`src/design/lcr_pkg.sv`:
```
// Shared types and constants for the life-like cell row update unit.
// Used by lcr_evolve and life_like_cell_row_update_unit; no dependencies.
package lcr_pkg;

   localparam int CELLS_W     = 64;  // width of a row word on the ports
   localparam int SIZE_W      = 7;   // board size register width
   localparam int ROW_W       = 6;   // row index width
   localparam int RULE_W      = 4;   // rule threshold width
   localparam int CNT_NB_W    = 4;   // neighbor count width (0..8)
   localparam int DEF_MAX_SIZE = 64;

   localparam int CSR_IDX_W   = 3;
   localparam int CSR_DATA_W  = 7;

   localparam logic [CSR_IDX_W-1:0] CSR_BOARD_SIZE    = 3'd0;
   localparam logic [CSR_IDX_W-1:0] CSR_UNDERPOP_END  = 3'd1;
   localparam logic [CSR_IDX_W-1:0] CSR_OVERPOP_START = 3'd2;
   localparam logic [CSR_IDX_W-1:0] CSR_BIRTH_START   = 3'd3;
   localparam logic [CSR_IDX_W-1:0] CSR_BIRTH_END     = 3'd4;

   localparam logic [SIZE_W-1:0] RST_BOARD_SIZE    = 7'd64;
   localparam logic [RULE_W-1:0] RST_UNDERPOP_END  = 4'd1;
   localparam logic [RULE_W-1:0] RST_OVERPOP_START = 4'd4;
   localparam logic [RULE_W-1:0] RST_BIRTH_START   = 4'd3;
   localparam logic [RULE_W-1:0] RST_BIRTH_END     = 4'd3;

   // result queue between the update logic and the result port
   localparam int QUEUE_DEPTH = 4;
   localparam int QPTR_W      = 2;
   localparam int QCNT_W      = 3;

   typedef struct packed {
      logic [RULE_W-1:0] underpop_end;
      logic [RULE_W-1:0] overpop_start;
      logic [RULE_W-1:0] birth_start;
      logic [RULE_W-1:0] birth_end;
   } lcr_rules_type;

endpackage

```
`src/design/lcr_evolve.sv`:
```
// Next generation of one board row from the rows above, at and below it.
// Depends on lcr_pkg for the rule struct and count widths.
module lcr_evolve
   import lcr_pkg::*;
#(
   parameter int WIDTH = DEF_MAX_SIZE
) (
   input  logic [WIDTH-1:0] up,
   input  logic [WIDTH-1:0] mid,
   input  logic [WIDTH-1:0] down,
   input  logic [WIDTH-1:0] mask,
   input  lcr_rules_type    rules,
   output logic [WIDTH-1:0] next_row
);

   logic [WIDTH+1:0] up_x;
   logic [WIDTH+1:0] mid_x;
   logic [WIDTH+1:0] down_x;

   // pad with a dead cell on each side so column edges need no special case
   assign up_x   = {1'b0, up, 1'b0};
   assign mid_x  = {1'b0, mid, 1'b0};
   assign down_x = {1'b0, down, 1'b0};

   always_comb begin
      logic [CNT_NB_W-1:0] cnt;
      logic                nxt;
      next_row = '0;
      for (int c = 0; c < WIDTH; c++) begin
         cnt = CNT_NB_W'(up_x[c]) + CNT_NB_W'(up_x[c+1]) + CNT_NB_W'(up_x[c+2])
             + CNT_NB_W'(mid_x[c]) + CNT_NB_W'(mid_x[c+2])
             + CNT_NB_W'(down_x[c]) + CNT_NB_W'(down_x[c+1]) + CNT_NB_W'(down_x[c+2]);
         if (cnt <= rules.underpop_end) begin
            nxt = 1'b0;
         end else if (cnt >= rules.overpop_start) begin
            nxt = 1'b0;
         end else if (cnt >= rules.birth_start && cnt <= rules.birth_end) begin
            nxt = 1'b1;
         end else begin
            nxt = mid[c];
         end
         next_row[c] = nxt & mask[c];
      end
   end

endmodule

```
`src/design/life_like_cell_row_update_unit.sv`:
```
// Life-like cell row update unit: one board row per accepted word.
// Results enter the queue as the row completing them is accepted. Throughput:
// one row per cycle; a multi-row board's final row gives two results, drained
// one per cycle while rsp_stall is low from a four-entry result queue (stall
// while fewer than two entries are free). Reset clears rows, row count, queue
// and restores the rule registers to defaults. Depends on lcr_pkg, lcr_evolve.
module life_like_cell_row_update_unit
   import lcr_pkg::*;
#(
   parameter int MAX_SIZE = DEF_MAX_SIZE
) (
   input  logic                  clock,
   input  logic                  reset,
   // input rows
   input  logic                  req_valid,
   output logic                  req_stall,
   input  logic [CELLS_W-1:0]    req_row_cells,
   // results
   output logic                  rsp_valid,
   input  logic                  rsp_stall,
   output logic [CELLS_W-1:0]    rsp_next_cells,
   output logic [ROW_W-1:0]      rsp_row_number,
   output logic                  rsp_last_row,
   // configuration
   input  logic                  csr_valid,
   output logic                  csr_ready,
   input  logic [CSR_IDX_W-1:0]  csr_index,
   input  logic [CSR_DATA_W-1:0] csr_data
);

   logic [SIZE_W-1:0]   board_size_ff;
   lcr_rules_type       rules_ff;

   logic [MAX_SIZE-1:0] above_ff, above_in;
   logic [MAX_SIZE-1:0] pending_ff, pending_in;
   logic [ROW_W-1:0]    rows_ff, rows_in;

   logic [MAX_SIZE-1:0] q_cells_ff [QUEUE_DEPTH];
   logic [ROW_W-1:0]    q_row_ff   [QUEUE_DEPTH];
   logic                q_last_ff  [QUEUE_DEPTH];
   logic [QPTR_W-1:0]   wr_ptr_ff, wr_ptr_in;
   logic [QPTR_W-1:0]   rd_ptr_ff, rd_ptr_in;
   logic [QCNT_W-1:0]   count_ff, count_in;
   logic [QPTR_W-1:0]   wr_ptr_b;

   logic [SIZE_W-1:0]   n_size;
   logic [MAX_SIZE-1:0] mask;
   logic [MAX_SIZE-1:0] row_in;
   logic [MAX_SIZE-1:0] above_m;
   logic [MAX_SIZE-1:0] pending_m;
   logic [MAX_SIZE-1:0] up_b;
   logic [MAX_SIZE-1:0] cells_a;
   logic [MAX_SIZE-1:0] cells_b;
   logic                accept;
   logic                first;
   logic                last;
   logic                push_a;
   logic                push_b;
   logic                pop;

   // ---------------- configuration ----------------
   assign csr_ready = 1'b1;

   always_ff @(posedge clock) begin
      if (reset) begin
         board_size_ff          <= RST_BOARD_SIZE;
         rules_ff.underpop_end  <= RST_UNDERPOP_END;
         rules_ff.overpop_start <= RST_OVERPOP_START;
         rules_ff.birth_start   <= RST_BIRTH_START;
         rules_ff.birth_end     <= RST_BIRTH_END;
      end else if (csr_valid && csr_ready) begin
         case (csr_index)
            CSR_BOARD_SIZE:    board_size_ff          <= csr_data[SIZE_W-1:0];
            CSR_UNDERPOP_END:  rules_ff.underpop_end  <= csr_data[RULE_W-1:0];
            CSR_OVERPOP_START: rules_ff.overpop_start <= csr_data[RULE_W-1:0];
            CSR_BIRTH_START:   rules_ff.birth_start   <= csr_data[RULE_W-1:0];
            CSR_BIRTH_END:     rules_ff.birth_end     <= csr_data[RULE_W-1:0];
            default: ;
         endcase
      end
   end

   // clamp the board size into 1..MAX_SIZE
   always_comb begin
      if (board_size_ff == '0) begin
         n_size = SIZE_W'(1);
      end else if (board_size_ff > SIZE_W'(MAX_SIZE)) begin
         n_size = SIZE_W'(MAX_SIZE);
      end else begin
         n_size = board_size_ff;
      end
   end

   always_comb begin
      for (int c = 0; c < MAX_SIZE; c++) begin
         mask[c] = (SIZE_W'(c) < n_size);
      end
   end

   // ---------------- row update ----------------
   assign accept = req_valid && !req_stall;
   assign first  = (rows_ff == '0);
   assign last   = ({1'b0, rows_ff} + SIZE_W'(1)) >= n_size;
   assign push_a = accept && !first;
   assign push_b = accept && last;

   assign row_in    = req_row_cells[MAX_SIZE-1:0] & mask;
   assign above_m   = above_ff & mask;
   assign pending_m = pending_ff & mask;
   assign up_b      = first ? '0 : pending_m;

   lcr_evolve #(.WIDTH(MAX_SIZE)) u_evolve_a (
      .up       (above_m),
      .mid      (pending_m),
      .down     (row_in),
      .mask     (mask),
      .rules    (rules_ff),
      .next_row (cells_a)
   );

   // final row: the row below the board is dead
   lcr_evolve #(.WIDTH(MAX_SIZE)) u_evolve_b (
      .up       (up_b),
      .mid      (row_in),
      .down     ('0),
      .mask     (mask),
      .rules    (rules_ff),
      .next_row (cells_b)
   );

   always_comb begin
      above_in   = above_ff;
      pending_in = pending_ff;
      rows_in    = rows_ff;
      if (accept) begin
         if (last) begin
            above_in   = '0;
            pending_in = '0;
            rows_in    = '0;
         end else begin
            above_in   = first ? '0 : pending_ff;
            pending_in = row_in;
            rows_in    = rows_ff + ROW_W'(1);
         end
      end
   end

   always_ff @(posedge clock) begin
      if (reset) begin
         above_ff   <= '0;
         pending_ff <= '0;
         rows_ff    <= '0;
      end else begin
         above_ff   <= above_in;
         pending_ff <= pending_in;
         rows_ff    <= rows_in;
      end
   end

   // ---------------- result queue ----------------
   assign pop       = rsp_valid && !rsp_stall;
   assign wr_ptr_b  = wr_ptr_ff + QPTR_W'(push_a);
   assign wr_ptr_in = wr_ptr_ff + QPTR_W'(push_a) + QPTR_W'(push_b);
   assign rd_ptr_in = rd_ptr_ff + QPTR_W'(pop);
   assign count_in  = count_ff + QCNT_W'(push_a) + QCNT_W'(push_b) - QCNT_W'(pop);

   always_ff @(posedge clock) begin
      if (reset) begin
         wr_ptr_ff <= '0;
         rd_ptr_ff <= '0;
         count_ff  <= '0;
      end else begin
         wr_ptr_ff <= wr_ptr_in;
         rd_ptr_ff <= rd_ptr_in;
         count_ff  <= count_in;
      end
   end

   always_ff @(posedge clock) begin
      for (int i = 0; i < QUEUE_DEPTH; i++) begin
         if (push_a && wr_ptr_ff == QPTR_W'(i)) begin
            q_cells_ff[i] <= cells_a;
            q_row_ff[i]   <= rows_ff - ROW_W'(1);
            q_last_ff[i]  <= 1'b0;
         end else if (push_b && wr_ptr_b == QPTR_W'(i)) begin
            q_cells_ff[i] <= cells_b;
            q_row_ff[i]   <= rows_ff;
            q_last_ff[i]  <= 1'b1;
         end
      end
   end

   // hold off input until two entries are free
   assign req_stall      = count_ff > QCNT_W'(QUEUE_DEPTH - 2);
   assign rsp_valid      = (count_ff != '0);
   assign rsp_next_cells = CELLS_W'(q_cells_ff[rd_ptr_ff]);
   assign rsp_row_number = q_row_ff[rd_ptr_ff];
   assign rsp_last_row   = q_last_ff[rd_ptr_ff];

`ifndef SYNTHESIS
   a_queue_bound: assert property (@(posedge clock) disable iff (reset)
      count_ff <= QCNT_W'(QUEUE_DEPTH))
      else $error("result queue overflow");

   a_last_clears: assert property (@(posedge clock) disable iff (reset)
      (accept && last) |=> (rows_ff == '0 && pending_ff == '0 && above_ff == '0))
      else $error("row state not cleared after final row");

   a_final_offered: assert property (@(posedge clock) disable iff (reset)
      push_b |=> rsp_valid)
      else $error("final row result not offered");
`endif

endmodule
```
`config.mk`:
```
export PLATFORM = sky130hd
export DESIGN_NAME = life_like_cell_row_update_unit
export DESIGN_NICKNAME = d
export VERILOG_FILES = /design/src/design/lcr_pkg.sv /design/src/design/lcr_evolve.sv /design/src/design/life_like_cell_row_update_unit.sv
export SDC_FILE = /design/constraint.sdc
export NUM_CORES = 2
export LEC_CHECK = 0
export ABC_AREA = 1
export BUFFER_PORTS_ARGS = -buffer_cell sky130_fd_sc_hd__buf_2
export CAP_MARGIN = 20
export CORE_ASPECT_RATIO = 0.7
export CORE_MARGIN = 10
export CORE_UTILIZATION = 35
export DETAILED_ROUTE_END_ITERATION = 8
export PLACE_DENSITY_LB_ADDON = 0.05
export SLEW_MARGIN = 5
export SYNTH_ARGS = -nofsm -noshare
export SYNTH_HDL_FRONTEND = slang
export SYNTH_SLANG_ARGS = --single-unit
```
`constraint.sdc`:
```
create_clock -name clock -period 19.55 [get_ports clock]
set_input_delay 2.9325 -clock clock [delete_from_list [all_inputs] [get_ports clock]]
set_output_delay 2.9325 -clock clock [all_outputs]
set_load 0.01 [all_outputs]
```
==> impl_results.md <==
* Hold crit path type: reg2reg
* CORE AREA at 226000 sq um
* Area leader, netlist: ha_1
* Net Sw Frac at around half
* First drt pass iteration count at 6
* CP arrival at 8.15 ns
* IO buf count at 151
* Crit-path max cell delay at ~0.66 ns
* Logic pwr share at approximately 70%
* Pwr Density at approximately 97 nW/um^2
* Vias in the first global route at 71600
* Area growth syn-to-layout at 8.69%
* Syn Inst Count at 10600
* Fin Setup TNS at 0 ns
* Die Span Y at ~420 microns
* Yosys reg bits at between 400 and 500
* Share of cells above drive strength 1 at 4.20%
* Final core utilization at 38.3%
* Min cycle time layout at roughly 7.6 ns
* Gr usage total at 25.3%
* CTS buffer count at 69
* Sequential cell area at 11800 sq um
* Post-detailed-routing wire length at 322000 microns
* Slew @ Worst Pin at 1.13 ns
* Clock Latency Late Sink at 0.71 ns
* Outcome: complete, no violations
* Critical path class: reg2reg
* CTS clk-pin slew, worst paths at 0.07 ns
* Root Driver: clkbuf_16
* Mean area per synthesized cell at 7.49 sq um
* CTS tree: yes
* Area of the multi-input gates at 59400 sq um
* Slowest cell on crit path: nand2_1
* DRT iter0 DRCs at 6043
* Routed len/inst at 23.3 microns
* DRC errors left at 0
* Max_slew headroom at around a quarter
* Post-Syn Area at roughly 80000 sq um
* Grt total ovfl at 0
* EDFF count, synth at 283
* Placed instance count at 13700
* Max-Cap Viols at 0
* Endpoints failing setup at 0
* Post-route ant nets at 0
* CTS Sinks at between 400 and 500
* Post-synth ARST share at 0%
* First-pass GRT wire length at roughly 480000 microns
* Std-Cell Rows at 146
* Leak Pwr at 45.8 nW
* Distinct cells, synth at 52
* Warnings, synthesis at 0
* Synth area leaders: ha_1 33%, edfxtp_1 11%, inv_1 9.6%, nand2_1 8.8%, fa_1 8.3%
* Internal power at 4.07 mW
* Worst-path fanout max at 19
* Post-layout nets at 13200
* Worst Setup End Kind: register
* Initial core utilization at 35.2%
* Post-synth top area share at 32.9%
* Vias per cell at about 5.3
* Commonest non-fill, non-tap cell in the layout: ha_1
* Primary FF master, synth: edfxtp_1
* Clock Power Share at 16.5%
* Pin count of the biggest net entering global routing at ~120
* Final Total Pwr at roughly 8.4 mW
* Gpl congestion at 0.844
* Req. time, crit path at 20.12 ns
* Placed wire-length estimate at 215000 microns
* Hold Fails Final Rpt at 0
* Setup Fix Bufs, Post-CTS at 0
* Post-synth net total at about 13000
* Most used cell, CP: nand2_1
* Maximum root-to-sink buffer count at 3
* I/O pin count at about 150
* Max Slew Vio Count at 0
* Seq pwr share at 15.2%
* Seq/Total Area, Yosys at 14.8%
* Final Instance Count excl. Fillers at approximately 14000
* Worst hold slack at 0.475 ns
* Switch Pwr at roughly 4.3 mW
* Fillcell total at 23500
* Die width at 590 microns
* Die area at 248000 sq um
* Unrepaired setup endpoints after global routing: no
* Commonest non-fill, non-tap cells in the layout: 2098 x ha_1, 2021 x inv_1, 1862 x nand2_1
* Cts hold-fix bufs at 0
* H-tree depth at 3
* Antenna violations before repair at 20
* Peak supply drop at ~0.069 mV
* Vias at 73900
* Fmax at 132 MHz
* Fin crit share at roughly 39%
* Worst Clk Skew at 0.0332 ns
* Post-CTS sizing at 0
* Setup crit start kind: register
==> per-layer routing <==
metal  vias to the layer above  track usage [%]  wire (microns)
li1                      35700                -               -
met1                     35600             36.6          156000
met2                      2133             40.1          139000
met3                       393             2.51           18000
met4                         0             6.35            8900
met5                         -                0               0
==> power groups by stage <==
stage          sequential [mW]  clock, mW  combinational [mW]
6_report                  1.28       1.38                5.73
3_5_place_dp              1.30          0                5.70
4_1_cts                   1.28       1.41                5.73
2_1_floorplan             1.27          0                3.97
3_3_place_gp              1.30          0                5.45
5_1_grt                   1.29       1.43                6.65
==> cells in the mapped netlist, types with 106 or more instances <==
master,number
nand4_1,205
edfxtp_1,283
clkbuf_1,140
o211ai_1,156
inv_1,2033
nor2_1,776
fa_1,330
ha_1,2098
nand2_1,1863
a21oi_1,612
a21boi_0,106
nand3_1,688
o21ai_0,600
dfxtp_1,165
==> per-stage QoR <==
stage / setup slack (ns) / area (sq um)
after floorplan: 9.87 / 79700
after detailed placement: 11.67 / 84300
after CTS: 11.96 / 86600
after global routing: 11.52 / 86600
after global placement: 11.63 / 84300
final: 11.96 / 86600
==> layout make-up <==
cell class,count,area share [%]
flip-flops and latches,448,13.6
multi-input cells,7922,68.5
diodes,2,0.00578
clock buffers,90,2.19
repair buffers,229,1.64
inverters,2069,9.08
clock inverters,36,0.544
well taps,3034,4.38
==> critical path, delay by kind of cell, from the launching register on <==
kind	cells	cell delay, ns
compound gates	2	0.17
xor+xnor	1	0.40
fa+ha+maj	5	1.91
buf+inv	7	1.04
flops	1	0.54
simple gates	15	3.37
==> flip-flops by register name, summed over array words and instances, names as in the netlist <==
register	flops
above_ff	64
board_size_ff	7
count_ff	3
pending_ff	64
q_cells_ff	256
q_last_ff	4
q_row_ff	24
rd_ptr_ff	2
rows_ff	6
rules_ff	16
wr_ptr_ff	2
==> worst paths after layout <==
check	to	slack [ns]	cells after the start	from
hold reg to reg	q_last_ff[2]	0.48	2	q_last_ff[2]
hold / removal	q_last_ff[2]	0.48	2	q_last_ff[2]
setup reg to reg	q_cells_ff[3][21]	11.96	30	board_size_ff[6]
setup / recovery	q_cells_ff[3][21]	11.96	30	board_size_ff[6]
==> cells by family (layout without fill, tap and decap cells) <==
logic type | count (synthesis) | in the layout | share of synthesized area (%)
simple gates | 3618 | 3618 | 19.2
fa+ha+maj | 2428 | 2428 | 41.2
buf+inv | 2274 | 2424 | 10.9
compound gates | 1737 | 1737 | 12.4
flops | 448 | 448 | 14.8
xor+xnor | 138 | 138 | 1.52
other cells | 1 | 3 | 0.00470
(Power assumes the default switching activity.)
